### src/rtl/pfe_pkg.sv
// ---------------------------------------------------------------------------
// pfe_pkg
// types, codes and helpers of the postfix expression evaluator
// ---------------------------------------------------------------------------
package pfe_pkg;

  localparam int DEF_STACK_DEPTH     = 64;
  localparam int DEF_FRAC_BITS       = 16;
  localparam int DEF_POWER_STEPS_MAX = 255;

  // ascii codes
  localparam logic [7:0] ASCII_PLUS  = 8'h2B;
  localparam logic [7:0] ASCII_MINUS = 8'h2D;
  localparam logic [7:0] ASCII_STAR  = 8'h2A;
  localparam logic [7:0] ASCII_SLASH = 8'h2F;
  localparam logic [7:0] ASCII_CARET = 8'h5E;
  localparam logic [7:0] ASCII_0     = 8'h30;
  localparam logic [7:0] ASCII_9     = 8'h39;

  // result status codes
  localparam logic [2:0] ST_OK    = 3'd0;
  localparam logic [2:0] ST_UNDER = 3'd1;
  localparam logic [2:0] ST_OVER  = 3'd2;
  localparam logic [2:0] ST_DIV0  = 3'd3;
  localparam logic [2:0] ST_SAT   = 3'd4;
  localparam logic [2:0] ST_EMPTY = 3'd5;

  localparam logic [31:0] Q_MAX = 32'h7FFF_FFFF;
  localparam logic [31:0] Q_MIN = 32'h8000_0000;

  typedef enum logic [2:0] {ALU_ADD, ALU_SUB, ALU_MUL, ALU_DIV, ALU_POW} alu_op_t;

  typedef enum logic [1:0] {CELL_HOLD, CELL_FROM_UP, CELL_FROM_DOWN} cell_op_t;

  typedef enum logic [1:0] {T_IDLE, T_ALU, T_EMIT} top_state_t;

  typedef enum logic [2:0] {A_IDLE, A_MULP, A_MULS, A_DIV, A_DFIN, A_DONE} alu_state_t;

  typedef struct packed {
    logic done;
    logic sat;
    logic div0;
  } alu_stat_t;

  typedef struct packed {
    logic [31:0] val;
    logic        sat;
  } sat_res_t;

  // magnitude of a signed 32-bit word, min maps to 2^31
  function automatic logic [31:0] mag32(logic [31:0] v);
    return v[31] ? (~v + 32'd1) : v;
  endfunction

  // apply sign to a magnitude and clamp to the signed 32-bit range
  function automatic sat_res_t sat_mag(logic [63:0] m, logic neg);
    sat_res_t r;
    if (neg) begin
      if (m > 64'h8000_0000) begin
        r.val = Q_MIN;
        r.sat = 1'b1;
      end else begin
        r.val = ~m[31:0] + 32'd1;
        r.sat = 1'b0;
      end
    end else begin
      if (m > 64'h7FFF_FFFF) begin
        r.val = Q_MAX;
        r.sat = 1'b1;
      end else begin
        r.val = m[31:0];
        r.sat = 1'b0;
      end
    end
    return r;
  endfunction

endpackage

### src/rtl/pfe_cell.sv
// ---------------------------------------------------------------------------
// pfe_cell
// one operand stack entry; shifts toward or away from the top
// ---------------------------------------------------------------------------
module pfe_cell
  import pfe_pkg::*;
(
  input  logic        clk,
  input  cell_op_t    op,
  input  logic [31:0] up_in,    // neighbor nearer the top (or new value)
  input  logic [31:0] down_in,  // neighbor further from the top
  output logic [31:0] q
);

  logic [31:0] data_r;
  logic [31:0] data_nxt;

  always_comb begin
    case (op)
      CELL_FROM_UP:   data_nxt = up_in;
      CELL_FROM_DOWN: data_nxt = down_in;
      default:        data_nxt = data_r;
    endcase
  end

  always_ff @(posedge clk) begin
    data_r <= data_nxt;
  end

  assign q = data_r;

endmodule

### config.mk
export PLATFORM = sky130hd
export DESIGN_NAME = pfe_cell
export DESIGN_NICKNAME = d
export VERILOG_FILES = /design/src/rtl/pfe_pkg.sv /design/src/rtl/pfe_cell.sv
export SDC_FILE = /design/constraint.sdc
export NUM_CORES = 1
export LEC_CHECK = 0
export BUFFER_PORTS_ARGS = -buffer_cell sky130_fd_sc_hd__clkbuf_2
export CORE_UTILIZATION = 43
export DETAILED_ROUTE_END_ITERATION = 12
export PLACE_DENSITY = 0.81
export SYNTH_ARGS = -nofsm -noshare
export SYNTH_HDL_FRONTEND = slang
export SYNTH_SLANG_ARGS = --single-unit
### constraint.sdc
create_clock -name clk -period 3.45 [get_ports clk]
set_clock_uncertainty 0.15 [all_clocks]
set_input_delay 0.345 -clock clk [delete_from_list [all_inputs] [get_ports clk]]
set_output_delay 0.345 -clock clk [all_outputs]
set_load 0.005 [all_outputs]
==> results of run 1 <==
==> kinds of logic (layout without fill, tap and decap cells) <==
group,after synthesis,count (layout),synth area share
adder cells (fa/ha/maj),1,1,0.00820
buffers and inverters,6,110,0.0517
flip-flops,32,32,0.630
multiplexers,32,32,0.310
==> worst max-delay path by stage <==
| stage | from | end | slack [ps] |
|---|---|---|---|
| finish | op[0] | q[13] | 1650 |
| global route | op[0] | q[13] | 1590 |
| CTS | op[0] | q[20] | 1650 |
| detailed placement | op[0] | q[20] | 1290 |
| global placement | op[0] | q[16] | 1360 |
| floorplan | op[0] | q[0] | 1630 |
==> cell type report <==
cell class	instances	share of cell area
clock inverters	1	0.00181
inverters	2	0.00363
repair buffers	100	0.244
multi-input cells	33	0.236
well taps	46	0.0278
clock buffers	7	0.0218
flip-flops and latches	32	0.465
==> worst max-delay path: cells and delay by family <==
family                   cells  cell delay [ps]
adder cells (fa/ha/maj)      1              500
buffers and inverters        3              530
multiplexers                 1              340
==> cells in the mapped netlist <==
cell      count  share of area
buf_6         1         0.0074
inv_1         2         0.0049
edfxtp_1     32           0.63
mux2_2        2          0.015
buf_12        3          0.039
mux2_4       30           0.30
ha_1          1         0.0082
==> power by group <==
part,leakage (µW),switching (µW),internal (µW),total (µW)
registers,0.000313,15.0,494,509
clock network,0.0000269,115,78.2,193
logic,0.000666,70.1,106,176
==> per-layer routing <==
| metal | share of wire | vias to the layer above | global-route usage |
|---|---|---|---|
| met5 | 0 | - | 0 |
| met4 | 0.015 | 0 | 0.0762 |
| met3 | 0.10 | 4 | 0.0882 |
| met2 | 0.52 | 61 | 0.275 |
| met1 | 0.37 | 450 | 0.164 |
| li1 | - | 481 | - |
==> cells in the final DEF (no fill, tap or decap) <==
cell type  Yosys  routed
mux2_2         2       2
inv_1          2       2
clkbuf_1       0       2
mux2_4        30      30
clkbuf_4       0       5
buf_4          0       2
ha_2           0       1
clkinv_1       0       1
clkbuf_2       0      98
edfxtp_1      32      32
==> through the flow <==
stage | utilization | power (µW) | instances | worst slack [ps]
finish | 0.615 | 878 | 221 | 1650
global route | 0.615 | 929 | 221 | 1590
CTS | 0.615 | 889 | 221 | 1650
detailed placement | 0.600 | 697 | 213 | 1290
global placement | 0.600 | 690 | 213 | 1360
floorplan | - | 601 | 71 | 1630
==> impl_metrics.toml, run 1 <==
[outcome]
status = "completed"

[finish]
area_delta_synth_final_pct = 35.6
seqCellArea_um2 = 961
multiInputGateArea_um2 = 488
drive_above_1_share = 0.789
diodes = 0
finalInstanceArea_um2 = 2070
fin_nets = 242
fill_cells = 296
largest_reg_flops = 32

[timing]
rsz0062_at_grt = "false"
setup_viol = 0
drv_slew = 0
hold_viol = 0
max_freq_mhz = 556
maxSlewHeadroom = 0.592
post-route-period-util = 0.521
worstMarginPinSlew_ps = 612
setup_tns_ps = 0
period_needed_ps = 1800
hold_ws_ps = 162

[drt]
via_per_inst = 4.51
drt_iter0_markers = 15
ant_nets = 0
vias = 996
drt_wl_total_um = 2860
wl_per_cell_um = 13.0
drc = 0
dr.pass1.iters = 4

[placement]
place.gp.congestion = 0.675
io_buffers = 98
placed_area_um2 = 2020

[die]
rows = 21
ios = 99
die_area_um2 = 3790
die_x_um = 61.6
start_util = 0.453
die_h_um = 61.6
core_um2 = 3360

[synthesis]
synth.distinct_cells = 7
syn_avg_cell_area_um2 = 21.5
ys_seq_area_frac = 0.630
syn_inst = 71
syn_nets = 139
ys_ff_latch = 32
yosysWarnings = 0
synth_area_um2 = 1530

[setup_path]
crit_path_max_fanout = 17
cpPeakStageDelay_ps = 500
cp_slowest_cell = "ha_2"
end_kind = "flip-flop"
path_class = "input port to flip-flop"
cp.arrival_ps = 1720
crit_required_ps = 3380
worstPathCellList = "clkbuf_2 > inv_1 > ha_2 > buf_4 > mux2_4"
startpoint_type = "input port"

[global_route]
grt_max_degree = 18
antenna_found_initial = 0
track_usage = 0.163
grt_pass1_wl_um = 4080
overflow = 0
grt_pass1_vias = 948

[worst_hold_path]
hold_start = "down_in[19]"
hold_class = "input port to flip-flop"
holdPathEnd = "q[19]"
hold_depth = 2

[clocking]
clkSinkCount = 32
path_clk_slew_ps = 90
root_buffer = "clkbuf_4"
cts_tree = "built"
cts_hold_buf = 0
postCtsSetupBuffers = 0
ctsResizeCount = 0
cts.htree.levels = 2
cts_made_buffers = 5
cts_buffer_depth = 2

[power_and_ir_drop]
power.density_nw_per_um2 = 424
p_leak_uw = 0.00101
irDropWorstVdd_mv = 0.243

[flow_run]
cap_viol_max_count = 0
(Power assumes the default switching activity.)
==> run 2, diff against run 1 <==
--- a/config.mk
+++ b/config.mk
@@ -5,10 +5,11 @@
 export SDC_FILE = /design/constraint.sdc
 export NUM_CORES = 1
 export LEC_CHECK = 0
+export ABC_AREA = 1
 export BUFFER_PORTS_ARGS = -buffer_cell sky130_fd_sc_hd__clkbuf_2
-export CORE_UTILIZATION = 43
+export CORE_UTILIZATION = 37
 export DETAILED_ROUTE_END_ITERATION = 12
-export PLACE_DENSITY = 0.81
+export PLACE_DENSITY = 0.75
 export SYNTH_ARGS = -nofsm -noshare
 export SYNTH_HDL_FRONTEND = slang
 export SYNTH_SLANG_ARGS = --single-unit
==> constraint.sdc (replaced) <==
create_clock -name clk -period 1.6 [get_ports clk]
set_clock_uncertainty 0.15 [all_clocks]
set_input_delay 0.16 -clock clk [delete_from_list [all_inputs] [get_ports clk]]
set_output_delay 0.16 -clock clk [all_outputs]
set_load 0.005 [all_outputs]
==> run 2 against run 1 <==
Against the previous run:
- cell count is 44% higher
- routed wire length increased by 25%
- non-clock buffer count up 31
- synthesized cell count is 96% higher
- sequential power increased by 120%
- critical path depth did not move
- hold slack worse by 160 ps
- largest power group unchanged
==> impl_metrics.toml, run 2 <==
[global_route]
overflow = 0
antenna_found_initial = 0
track_usage = 0.183
grt_pass1_vias = 1403
grt_max_degree = 33
grt_pass1_wl_um = 5690

[setup_path]
path_class = "input port to flip-flop"
crit_required_ps = 1470
crit_path_max_fanout = 1
startpoint_type = "input port"
end_kind = "flip-flop"
worstPathCellList = "dlygate4sd3_1 > clkbuf_2 > nand2_1 > nand2_1 > dlygate4sd3_1"
cp.arrival_ps = 1460
cpPeakStageDelay_ps = 560
cp_slowest_cell = "dlygate4sd3_1"

[placement]
hpwl_um = 2370
pre_cts_ws_ps = 255
io_buffers = 98
place.gp.congestion = 0.737

[drt]
dr.pass1.iters = 4
drc = 0
wl_met1_um = 1370
ant_nets = 0
drt_wl_total_um = 3570
top_layer_used = "met4"
via_per_inst = 4.34
wl_met2_um = 1890
wl_per_cell_um = 11.2
drt_iter0_markers = 52
vias = 1383
dr_wl_met3_um = 242

[synthesis]
yosysMostFrequentCell = "nand2_1"
synth-main-ff-cell = "edfxtp_1"
synth_area_leaders = "edfxtp_1 65%, nand2_1 22%, nand2_2 4.2%"
ys_ff_latch = 32
synth_area_um2 = 1470
synth-edff-count = 32
ys_seq_area_frac = 0.653
syn_inst = 139
async_flop_share = 0
yosysWarnings = 0
synth_top_area_cell = "edfxtp_1"
synth.top_cells.by_count = "86 x nand2_1, 32 x edfxtp_1, 10 x nand2_2"
synth.distinct_cells = 9
syn_avg_cell_area_um2 = 10.6
synth_top_area_frac = 0.653
syn_nets = 207

[finish]
multiInputGateArea_um2 = 400
seqCellArea_um2 = 961
final_cell_mix = "97 x clkbuf_2, 86 x nand2_1, 32 x edfxtp_1"
fin_nets = 338
diodes = 0
fill_cells = 319
drive_above_1_share = 0.446
final_common_cell = "clkbuf_2"
largest_reg_flops = 32
area_delta_synth_final_pct = 61.5

[timing]
rsz0062_at_grt = "false"
hold_viol = 0
maxSlewHeadroom = 0.856
setup_viol = 0
max_freq_mhz = 631
setup_tns_ps = 0
post-route-period-util = 0.991
period_needed_ps = 1590
drv_slew = 0
worstMarginPinSlew_ps = 216
setup_ws_ps = 14.8

[flow_run]
cap_viol_max_count = 0

[outcome]
status = "completed"

[power_and_ir_drop]
p_leak_uw = 0.00123
power.density_nw_per_um2 = 952
irDropWorstVdd_mv = 0.576

[worst_hold_path]
hold_class = "input port to flip-flop"

[clocking]
cts_tree = "built"
cts.htree.levels = 2
cts_buffer_depth = 2
path_clk_slew_ps = 60
root_buffer = "clkbuf_8"
postCtsSetupBuffers = 0
clkSinkCount = 32
cts_made_buffers = 5

[die]
rows = 22
die_area_um2 = 4240
die_h_um = 65.1
die_x_um = 65.1
core_um2 = 3740
start_util = 0.393
ios = 99
==> run 2: cell types whose count changed after synthesis, sizes merged <==
cell,before,now
inv,2,3
clkbuf,0,3
nand2,0,96
mux2,32,0
==> run 2: cell type report <==
class,instances,area share
timing repair buffer,131,0.348
tap,48,0.0252
clock inverter,3,0.0158
inverter,3,0.00947
sequential,32,0.404
clock buffer,5,0.0289
multi-input combinational,97,0.168
==> run 2: through the flow <==
step           area [µm²]  utilization  total power [µW]  std cells  hold slack, ps
2_1_floorplan        1480            -              1260        139             183
3_3_place_gp         1980        0.529              1480        283             278
3_5_place_dp         1980        0.529              1490        283             278
4_1_cts              2390        0.638              2290        321           0.875
5_1_grt              2380        0.635              2390        319            2.45
6_report             2380        0.635              2260        319            5.90
==> run 2: worst paths after layout <==
kind,slack [ps],start,cells past startpoint,end
worst min-delay path,6,up_in[8],3,q[8]
worst max-delay path,10,up_in[23],5,q[23]
==> run 2: what timing repair did <==
action / CTS / global route
resized for setup: 0 / 2
hold endpoints to repair: 19 / 1
hold buffers: 30 / 1
setup endpoints to repair: 0 / 9
==> run 2: cell families after synthesis <==
logic type / Yosys count / synth area share
buffers and inverters: 10 / 0.0773
adders and majority gates: 1 / 0.00849
and+or+nand+nor: 96 / 0.262
DFF: 32 / 0.653
==> run 2: where the power goes <==
group	switching, µW	total [µW]	internal [µW]
combinational	195	433	237
clock	276	728	453
sequential	33.1	1100	1070
total	504	2260	1760
==> run 2: critical path: cells and delay by family <==
family / cells / cell delay, ps
simple gates: 2 / 100
buf+inv: 3 / 1190
==> run 2: layer usage <==
metal / GRT usage / vias up
li1: - / 703
met1: 0.183 / 613
met2: 0.337 / 61
met3: 0.0694 / 6
met4: 0.0734 / 0
met5: 0 / -
