--- src/rtl/pfe_pkg.sv ---
// ---------------------------------------------------------------------------
// pfe_pkg
// types, codes and helpers of the postfix expression evaluator
// ---------------------------------------------------------------------------
package pfe_pkg;

  localparam int DEF_STACK_DEPTH     = 64;
  localparam int DEF_FRAC_BITS       = 16;
  localparam int DEF_POWER_STEPS_MAX = 255;

  // ascii codes
  localparam logic [7:0] ASCII_PLUS  = 8'h2B;
  localparam logic [7:0] ASCII_MINUS = 8'h2D;
  localparam logic [7:0] ASCII_STAR  = 8'h2A;
  localparam logic [7:0] ASCII_SLASH = 8'h2F;
  localparam logic [7:0] ASCII_CARET = 8'h5E;
  localparam logic [7:0] ASCII_0     = 8'h30;
  localparam logic [7:0] ASCII_9     = 8'h39;

  // result status codes
  localparam logic [2:0] ST_OK    = 3'd0;
  localparam logic [2:0] ST_UNDER = 3'd1;
  localparam logic [2:0] ST_OVER  = 3'd2;
  localparam logic [2:0] ST_DIV0  = 3'd3;
  localparam logic [2:0] ST_SAT   = 3'd4;
  localparam logic [2:0] ST_EMPTY = 3'd5;

  localparam logic [31:0] Q_MAX = 32'h7FFF_FFFF;
  localparam logic [31:0] Q_MIN = 32'h8000_0000;

  typedef enum logic [2:0] {ALU_ADD, ALU_SUB, ALU_MUL, ALU_DIV, ALU_POW} alu_op_t;

  typedef enum logic [1:0] {CELL_HOLD, CELL_FROM_UP, CELL_FROM_DOWN} cell_op_t;

  typedef enum logic [1:0] {T_IDLE, T_ALU, T_EMIT} top_state_t;

  typedef enum logic [2:0] {A_IDLE, A_MULP, A_MULS, A_DIV, A_DFIN, A_DONE} alu_state_t;

  typedef struct packed {
    logic done;
    logic sat;
    logic div0;
  } alu_stat_t;

  typedef struct packed {
    logic [31:0] val;
    logic        sat;
  } sat_res_t;

  // magnitude of a signed 32-bit word, min maps to 2^31
  function automatic logic [31:0] mag32(logic [31:0] v);
    return v[31] ? (~v + 32'd1) : v;
  endfunction

  // apply sign to a magnitude and clamp to the signed 32-bit range
  function automatic sat_res_t sat_mag(logic [63:0] m, logic neg);
    sat_res_t r;
    if (neg) begin
      if (m > 64'h8000_0000) begin
        r.val = Q_MIN;
        r.sat = 1'b1;
      end else begin
        r.val = ~m[31:0] + 32'd1;
        r.sat = 1'b0;
      end
    end else begin
      if (m > 64'h7FFF_FFFF) begin
        r.val = Q_MAX;
        r.sat = 1'b1;
      end else begin
        r.val = m[31:0];
        r.sat = 1'b0;
      end
    end
    return r;
  endfunction

endpackage

--- src/rtl/pfe_alu.sv ---
// ---------------------------------------------------------------------------
// pfe_alu
// fixed point add, sub, multiply, restoring divide and repeated-multiply power
// ---------------------------------------------------------------------------
module pfe_alu
  import pfe_pkg::*;
#(
  parameter int FRAC_BITS       = DEF_FRAC_BITS,
  parameter int POWER_STEPS_MAX = DEF_POWER_STEPS_MAX
) (
  input  logic        clk,
  input  logic        rst_n,
  input  logic        start,
  input  alu_op_t     op,
  input  logic [31:0] a,
  input  logic [31:0] b,
  output logic [31:0] result,
  output alu_stat_t   stat
);

  localparam int NQ   = 32 + FRAC_BITS;
  localparam int CW_P = $clog2(POWER_STEPS_MAX + 1);
  localparam int CW_D = $clog2(NQ + 1);
  localparam int CW   = (CW_P > CW_D) ? CW_P : CW_D;
  localparam logic [31:0] ONE = 32'(64'd1 << FRAC_BITS);
  localparam logic [32:0] RND = 33'((64'd1 << FRAC_BITS) - 64'd1);

  alu_state_t      state_r, state_nxt;
  logic            pow_r, pow_nxt;
  logic            neg_r, neg_nxt;
  logic [31:0]     x_r, x_nxt;
  logic [31:0]     y_r, y_nxt;
  logic [63:0]     prod_r, prod_nxt;
  logic [CW-1:0]   cnt_r, cnt_nxt;
  logic [31:0]     rem_r, rem_nxt;
  logic [NQ-1:0]   dvd_r, dvd_nxt;
  logic [31:0]     res_r, res_nxt;
  logic            sat_r, sat_nxt;
  logic            div0_r, div0_nxt;

  logic [32:0]     sum;
  logic [32:0]     steps;
  logic [32:0]     rem2;
  sat_res_t        sr;

  always_comb begin
    state_nxt = state_r;
    pow_nxt   = pow_r;
    neg_nxt   = neg_r;
    x_nxt     = x_r;
    y_nxt     = y_r;
    prod_nxt  = prod_r;
    cnt_nxt   = cnt_r;
    rem_nxt   = rem_r;
    dvd_nxt   = dvd_r;
    res_nxt   = res_r;
    sat_nxt   = sat_r;
    div0_nxt  = div0_r;
    sum       = '0;
    steps     = (({1'b0, b} + RND) >> FRAC_BITS);
    rem2      = {rem_r, dvd_r[NQ-1]};
    sr        = sat_mag(prod_r >> FRAC_BITS, neg_r);

    case (state_r)
      A_IDLE: begin
        if (start) begin
          sat_nxt  = 1'b0;
          div0_nxt = 1'b0;
          case (op)
            ALU_ADD, ALU_SUB: begin
              sum = (op == ALU_ADD) ? ({a[31], a} + {b[31], b})
                                    : ({a[31], a} - {b[31], b});
              if (sum[32] != sum[31]) begin
                res_nxt = sum[32] ? Q_MIN : Q_MAX;
                sat_nxt = 1'b1;
              end else begin
                res_nxt = sum[31:0];
              end
              state_nxt = A_DONE;
            end
            ALU_MUL: begin
              x_nxt     = a;
              y_nxt     = b;
              pow_nxt   = 1'b0;
              state_nxt = A_MULP;
            end
            ALU_POW: begin
              if (b[31] || (b == 32'd0)) begin
                res_nxt   = ONE;
                state_nxt = A_DONE;
              end else begin
                x_nxt     = ONE;
                y_nxt     = a;
                pow_nxt   = 1'b1;
                cnt_nxt   = (steps > 33'(POWER_STEPS_MAX)) ? CW'(POWER_STEPS_MAX)
                                                          : CW'(steps);
                state_nxt = A_MULP;
              end
            end
            ALU_DIV: begin
              if (b == 32'd0) begin
                div0_nxt  = 1'b1;
                res_nxt   = a[31] ? Q_MIN : Q_MAX;
                state_nxt = A_DONE;
              end else begin
                dvd_nxt   = NQ'(mag32(a)) << FRAC_BITS;
                rem_nxt   = '0;
                y_nxt     = mag32(b);
                neg_nxt   = a[31] ^ b[31];
                cnt_nxt   = CW'(NQ);
                state_nxt = A_DIV;
              end
            end
            default: state_nxt = A_IDLE;
          endcase
        end
      end
      A_MULP: begin
        prod_nxt  = 64'(mag32(x_r)) * 64'(mag32(y_r));
        neg_nxt   = x_r[31] ^ y_r[31];
        state_nxt = A_MULS;
      end
      A_MULS: begin
        sat_nxt = sat_r | sr.sat;
        if (pow_r && (cnt_r > CW'(1))) begin
          x_nxt     = sr.val;
          cnt_nxt   = cnt_r - CW'(1);
          state_nxt = A_MULP;
        end else begin
          res_nxt   = sr.val;
          state_nxt = A_DONE;
        end
      end
      A_DIV: begin
        if (rem2 >= {1'b0, y_r}) begin
          rem_nxt = 32'(rem2 - {1'b0, y_r});
          dvd_nxt = {dvd_r[NQ-2:0], 1'b1};
        end else begin
          rem_nxt = rem2[31:0];
          dvd_nxt = {dvd_r[NQ-2:0], 1'b0};
        end
        cnt_nxt = cnt_r - CW'(1);
        if (cnt_r == CW'(1)) state_nxt = A_DFIN;
      end
      A_DFIN: begin
        sr        = sat_mag(64'(dvd_r), neg_r);
        res_nxt   = sr.val;
        sat_nxt   = sr.sat;
        state_nxt = A_DONE;
      end
      A_DONE: state_nxt = A_IDLE;
      default: state_nxt = A_IDLE;
    endcase
  end

  always_ff @(posedge clk) begin
    if (!rst_n) begin
      state_r <= A_IDLE;
    end else begin
      state_r <= state_nxt;
    end
  end

  always_ff @(posedge clk) begin
    pow_r  <= pow_nxt;
    neg_r  <= neg_nxt;
    x_r    <= x_nxt;
    y_r    <= y_nxt;
    prod_r <= prod_nxt;
    cnt_r  <= cnt_nxt;
    rem_r  <= rem_nxt;
    dvd_r  <= dvd_nxt;
    res_r  <= res_nxt;
    sat_r  <= sat_nxt;
    div0_r <= div0_nxt;
  end

  assign result    = res_r;
  assign stat.done = (state_r == A_DONE);
  assign stat.sat  = sat_r;
  assign stat.div0 = div0_r;

endmodule

--- config.mk ---
export PLATFORM = sky130hd
export DESIGN_NAME = pfe_alu
export DESIGN_NICKNAME = d
export VERILOG_FILES = /design/src/rtl/pfe_pkg.sv /design/src/rtl/pfe_alu.sv
export SDC_FILE = /design/constraint.sdc
export NUM_CORES = 2
export LEC_CHECK = 0
export BUFFER_PORTS_ARGS = -buffer_cell sky130_fd_sc_hd__buf_4
export CAP_MARGIN = 40
export CORE_MARGIN = 3
export CORE_UTILIZATION = 40
export DETAILED_ROUTE_END_ITERATION = 16
export PLACE_DENSITY = 0.53
export RECOVER_POWER = 100
export SYNTH_ARGS = -nofsm -noshare
export SYNTH_HDL_FRONTEND = slang
export SYNTH_SLANG_ARGS = --single-unit
export TNS_END_PERCENT = 50
--- constraint.sdc ---
create_clock -name clk -period 14 [get_ports clk]
set_input_delay 0.7 -clock clk [delete_from_list [all_inputs] [get_ports clk]]
set_output_delay 0.7 -clock clk [all_outputs]
set_load 0.01 [all_outputs]
==> flow_metrics.py <==
metrics = {
    "run_status": {
        "status": "finished, violations left",
        "violations": "capacitance limit, slew limit",
    },
    "clocking": {
        "clock_sinks": 239,
        "cts_setup_buffers": 0,
        "clk_path_buf_depth": 3,
        "h-tree-depth": 1,
        "cts_tree": "done",
        "numCtsBuffers": 27,
        "cts_resized": 0,
        "insertion_delay_ns": 0.57,
        "clkTransAtPathRegs_ns": 0.07,
        "postCtsHoldBufs": 0,
        "root_buffer": "clkbuf_16",
    },
    "logic_synthesis": {
        "synthesis.area_um2": 50300,
        "synthAdderAreaFrac_pct": 44.0,
        "dominantRegCellSynth": "edfxtp_1",
        "synth_top_family_by_area": "adder cells",
        "synth-xor-area-share_pct": 5.41,
        "yosys_warnings": 0,
        "synth.largest_area_cell": "fa_1",
        "synth.area.top_cells": "fa_1, edfxtp_1, ha_1",
        "synth.distinct_cells": 82,
        "yosysMostFrequentCell": "inv_1",
        "synth_compound_area_share_pct": 10.4,
        "synthSimpleGateAreaFrac_pct": 16.1,
        "yosys-mux-area-fraction_pct": 0.162,
        "ys_ff_latch": 239,
        "synth_cells": 5812,
        "ys_seq_area_share_pct": 14.2,
        "synth.net_count": 7113,
        "synth_top_cells_by_count": "inv_1, fa_1, nand2_1",
        "postSynthAreaPerCell_um2": 8.66,
        "synthArstFlopShare_pct": 0,
        "synth_edf_count": 236,
        "synth_top_area_share_pct": 35.7,
    },
    "routing": {
        "wirelength_mm": 176,
        "wl_per_cell_um": 23.5,
        "dr.pass1.iters": 6,
        "drt_iter0_drc": 3415,
        "vias": 41200,
        "wl_met2_mm": 81.1,
        "wl_met3_mm": 12.6,
        "met1_length_mm": 76.9,
        "drtAntennaViolNets": 0,
        "topRoutingLayerUsed": "met5",
        "drc": 0,
        "vias_per_cell": 5.51,
    },
    "critical_path": {
        "cp.buffers_inverters": 10,
        "cp-start-kind": "flip-flop",
        "crit_path_max_fanout": 25,
        "critPathKind": "reg2reg",
        "slowest_delay_ns": 1.00,
        "critPathArrivalTime_ns": 12.31,
        "cp_common_cell": "fa_1",
        "required_ns": 14.29,
        "critPathCaptureType": "flip-flop",
        "slowest_stage": "xnor2_1",
        "crit_family": "adder cells",
    },
    "timing": {
        "final.setup.tns_ns": 0,
        "slew_violations": 464,
        "grt_setup_unrepaired": "false",
        "worst_slack_ns": 1.98,
        "setup_viol_count_final": 0,
        "timing.fmax_ghz": 0.0832,
        "hold_viol": 0,
        "period_share_pct": 85.9,
        "slew_headroom_pct": -111,
        "worst_pin_slew_ns": 3.16,
        "fin_crit_ns": 12.02,
        "fin_skew_ns": 0.0354,
    },
    "global_routing": {
        "grt-ovfl-total": 0,
        "grt_pass1_vias": 42000,
        "grt_usage_pct": 27.2,
        "grt_max_degree": 70,
        "grt_pass1_wl_mm": 270,
        "antenna_found_initial": 5,
    },
    "placement": {
        "place_inst": 7439,
        "port_buffers": 104,
        "dp_slack_ns": 3.08,
        "detailed_place_hpwl_mm": 143,
        "place_congestion": 0.929,
    },
    "layout": {
        "layout-drive-gt1-share_pct": 5.73,
        "fin_nets": 7132,
        "final_cells": 7488,
        "area_growth_pct": 8.83,
    },
    "floorplan": {
        "die-area_um2": 130000,
        "io_pins": 105,
        "core_um2": 124000,
        "initial_core_util_pct": 40.5,
        "die_w_um": 361,
        "rows": 129,
        "die_h_um": 361,
    },
    "job": {
        "cap_viol_max_count": 13,
    },
    "min_path": {
        "min_path_type": "in2reg",
    },
}
[kinds of logic (layout without fill, tap and decap cells)]
kind of cell / after synthesis / after routing
multiplexers: 8 / 8
flip-flops: 239 / 239
other: 0 / 1
adder cells (fa/ha/maj): 1232 / 1232
XOR/XNOR: 311 / 311
AND/OR/NAND/NOR: 1918 / 1918
buffers and inverters: 1301 / 1339
AO/OA/AOI/OAI: 803 / 803
[layout make-up]
type | instances | area, µm²
diodes | 1 | 2.50
clock buffers | 28 | 679
clock inverters | 20 | 258
fillers | 12400 | 69500
inverters | 1022 | 3840
multi-input cells | 4272 | 38900
flip-flops and latches | 239 | 7150
well taps | 1637 | 2050
repair buffers | 269 | 1920
[metal layers]
| layer | up-vias | track usage, % |
|---|---|---|
| li1 | 18500 | - |
| met1 | 20900 | 38.8 |
| met2 | 1586 | 44.2 |
| met3 | 232 | 3.22 |
| met4 | 4 | 6.97 |
| met5 | - | 0 |
[worst min-delay path, delay by kind of cell]
| family | cells | cell delay [ns] |
|---|---|---|
| compound gates | 2 | 0.11 |
| buf+inv | 1 | 0.13 |
[metrics by stage]
| step | hold WS [ns] | cell area [µm²] | utilization, % |
|---|---|---|---|
| after global routing | 0.403 | 54800 | 44.1 |
| after floorplan | 0.522 | 50300 | - |
| after detailed placement | 0.541 | 54200 | 43.6 |
| after global placement | 0.535 | 53800 | 43.3 |
| final | 0.410 | 54800 | 44.1 |
| after CTS | 0.376 | 55100 | 44.4 |
[layout by cell type, fill, tap and decap left out, types with 23 or more instances in the layout]
| cell type | n |
|---|---|
| o211ai_1 | 43 |
| clkbuf_1 | 67 |
| nor4_1 | 38 |
| nand4_1 | 23 |
| a21o_1 | 85 |
| o21bai_1 | 23 |
| o31ai_1 | 26 |
| ha_1 | 334 |
| nand2_1 | 779 |
| o21ai_0 | 162 |
| and3_1 | 26 |
| a31oi_1 | 29 |
| a21oi_1 | 225 |
| xor2_1 | 114 |
| nor3_1 | 83 |
| xnor2_1 | 136 |
| edfxtp_1 | 236 |
| inv_1 | 1018 |
| nand3_1 | 60 |
| clkbuf_16 | 27 |
| o221ai_1 | 29 |
| buf_4 | 185 |
| fa_1 | 897 |
| or3_1 | 37 |
| xnor2_2 | 39 |
| or4_1 | 23 |
| nor2_1 | 747 |
[registers in the layout (all words and copies together) (netlist names)]
register  count
x_r          32
div0_r        1
y_r          32
neg_r         1
rem_r        32
pow_r         1
cnt_r         8
prod_r       48
state_r       3
result       32
dvd_r        48
sat_r         1
[worst paths after layout]
path	startpoint	end	slack, ns	depth (start not counted)
setup / recovery	y_r[0]	prod_r[61]	1.98	36
hold / removal	rst_n	state_r[2]	0.41	3
hold reg to reg	dvd_r[45]	dvd_r[46]	0.55	2
setup reg to reg	y_r[0]	prod_r[61]	1.98	36
Power is left out: the tool's default activity adds up to more than one toggle a clock period on the data nets, which glitch-free logic cannot reach.
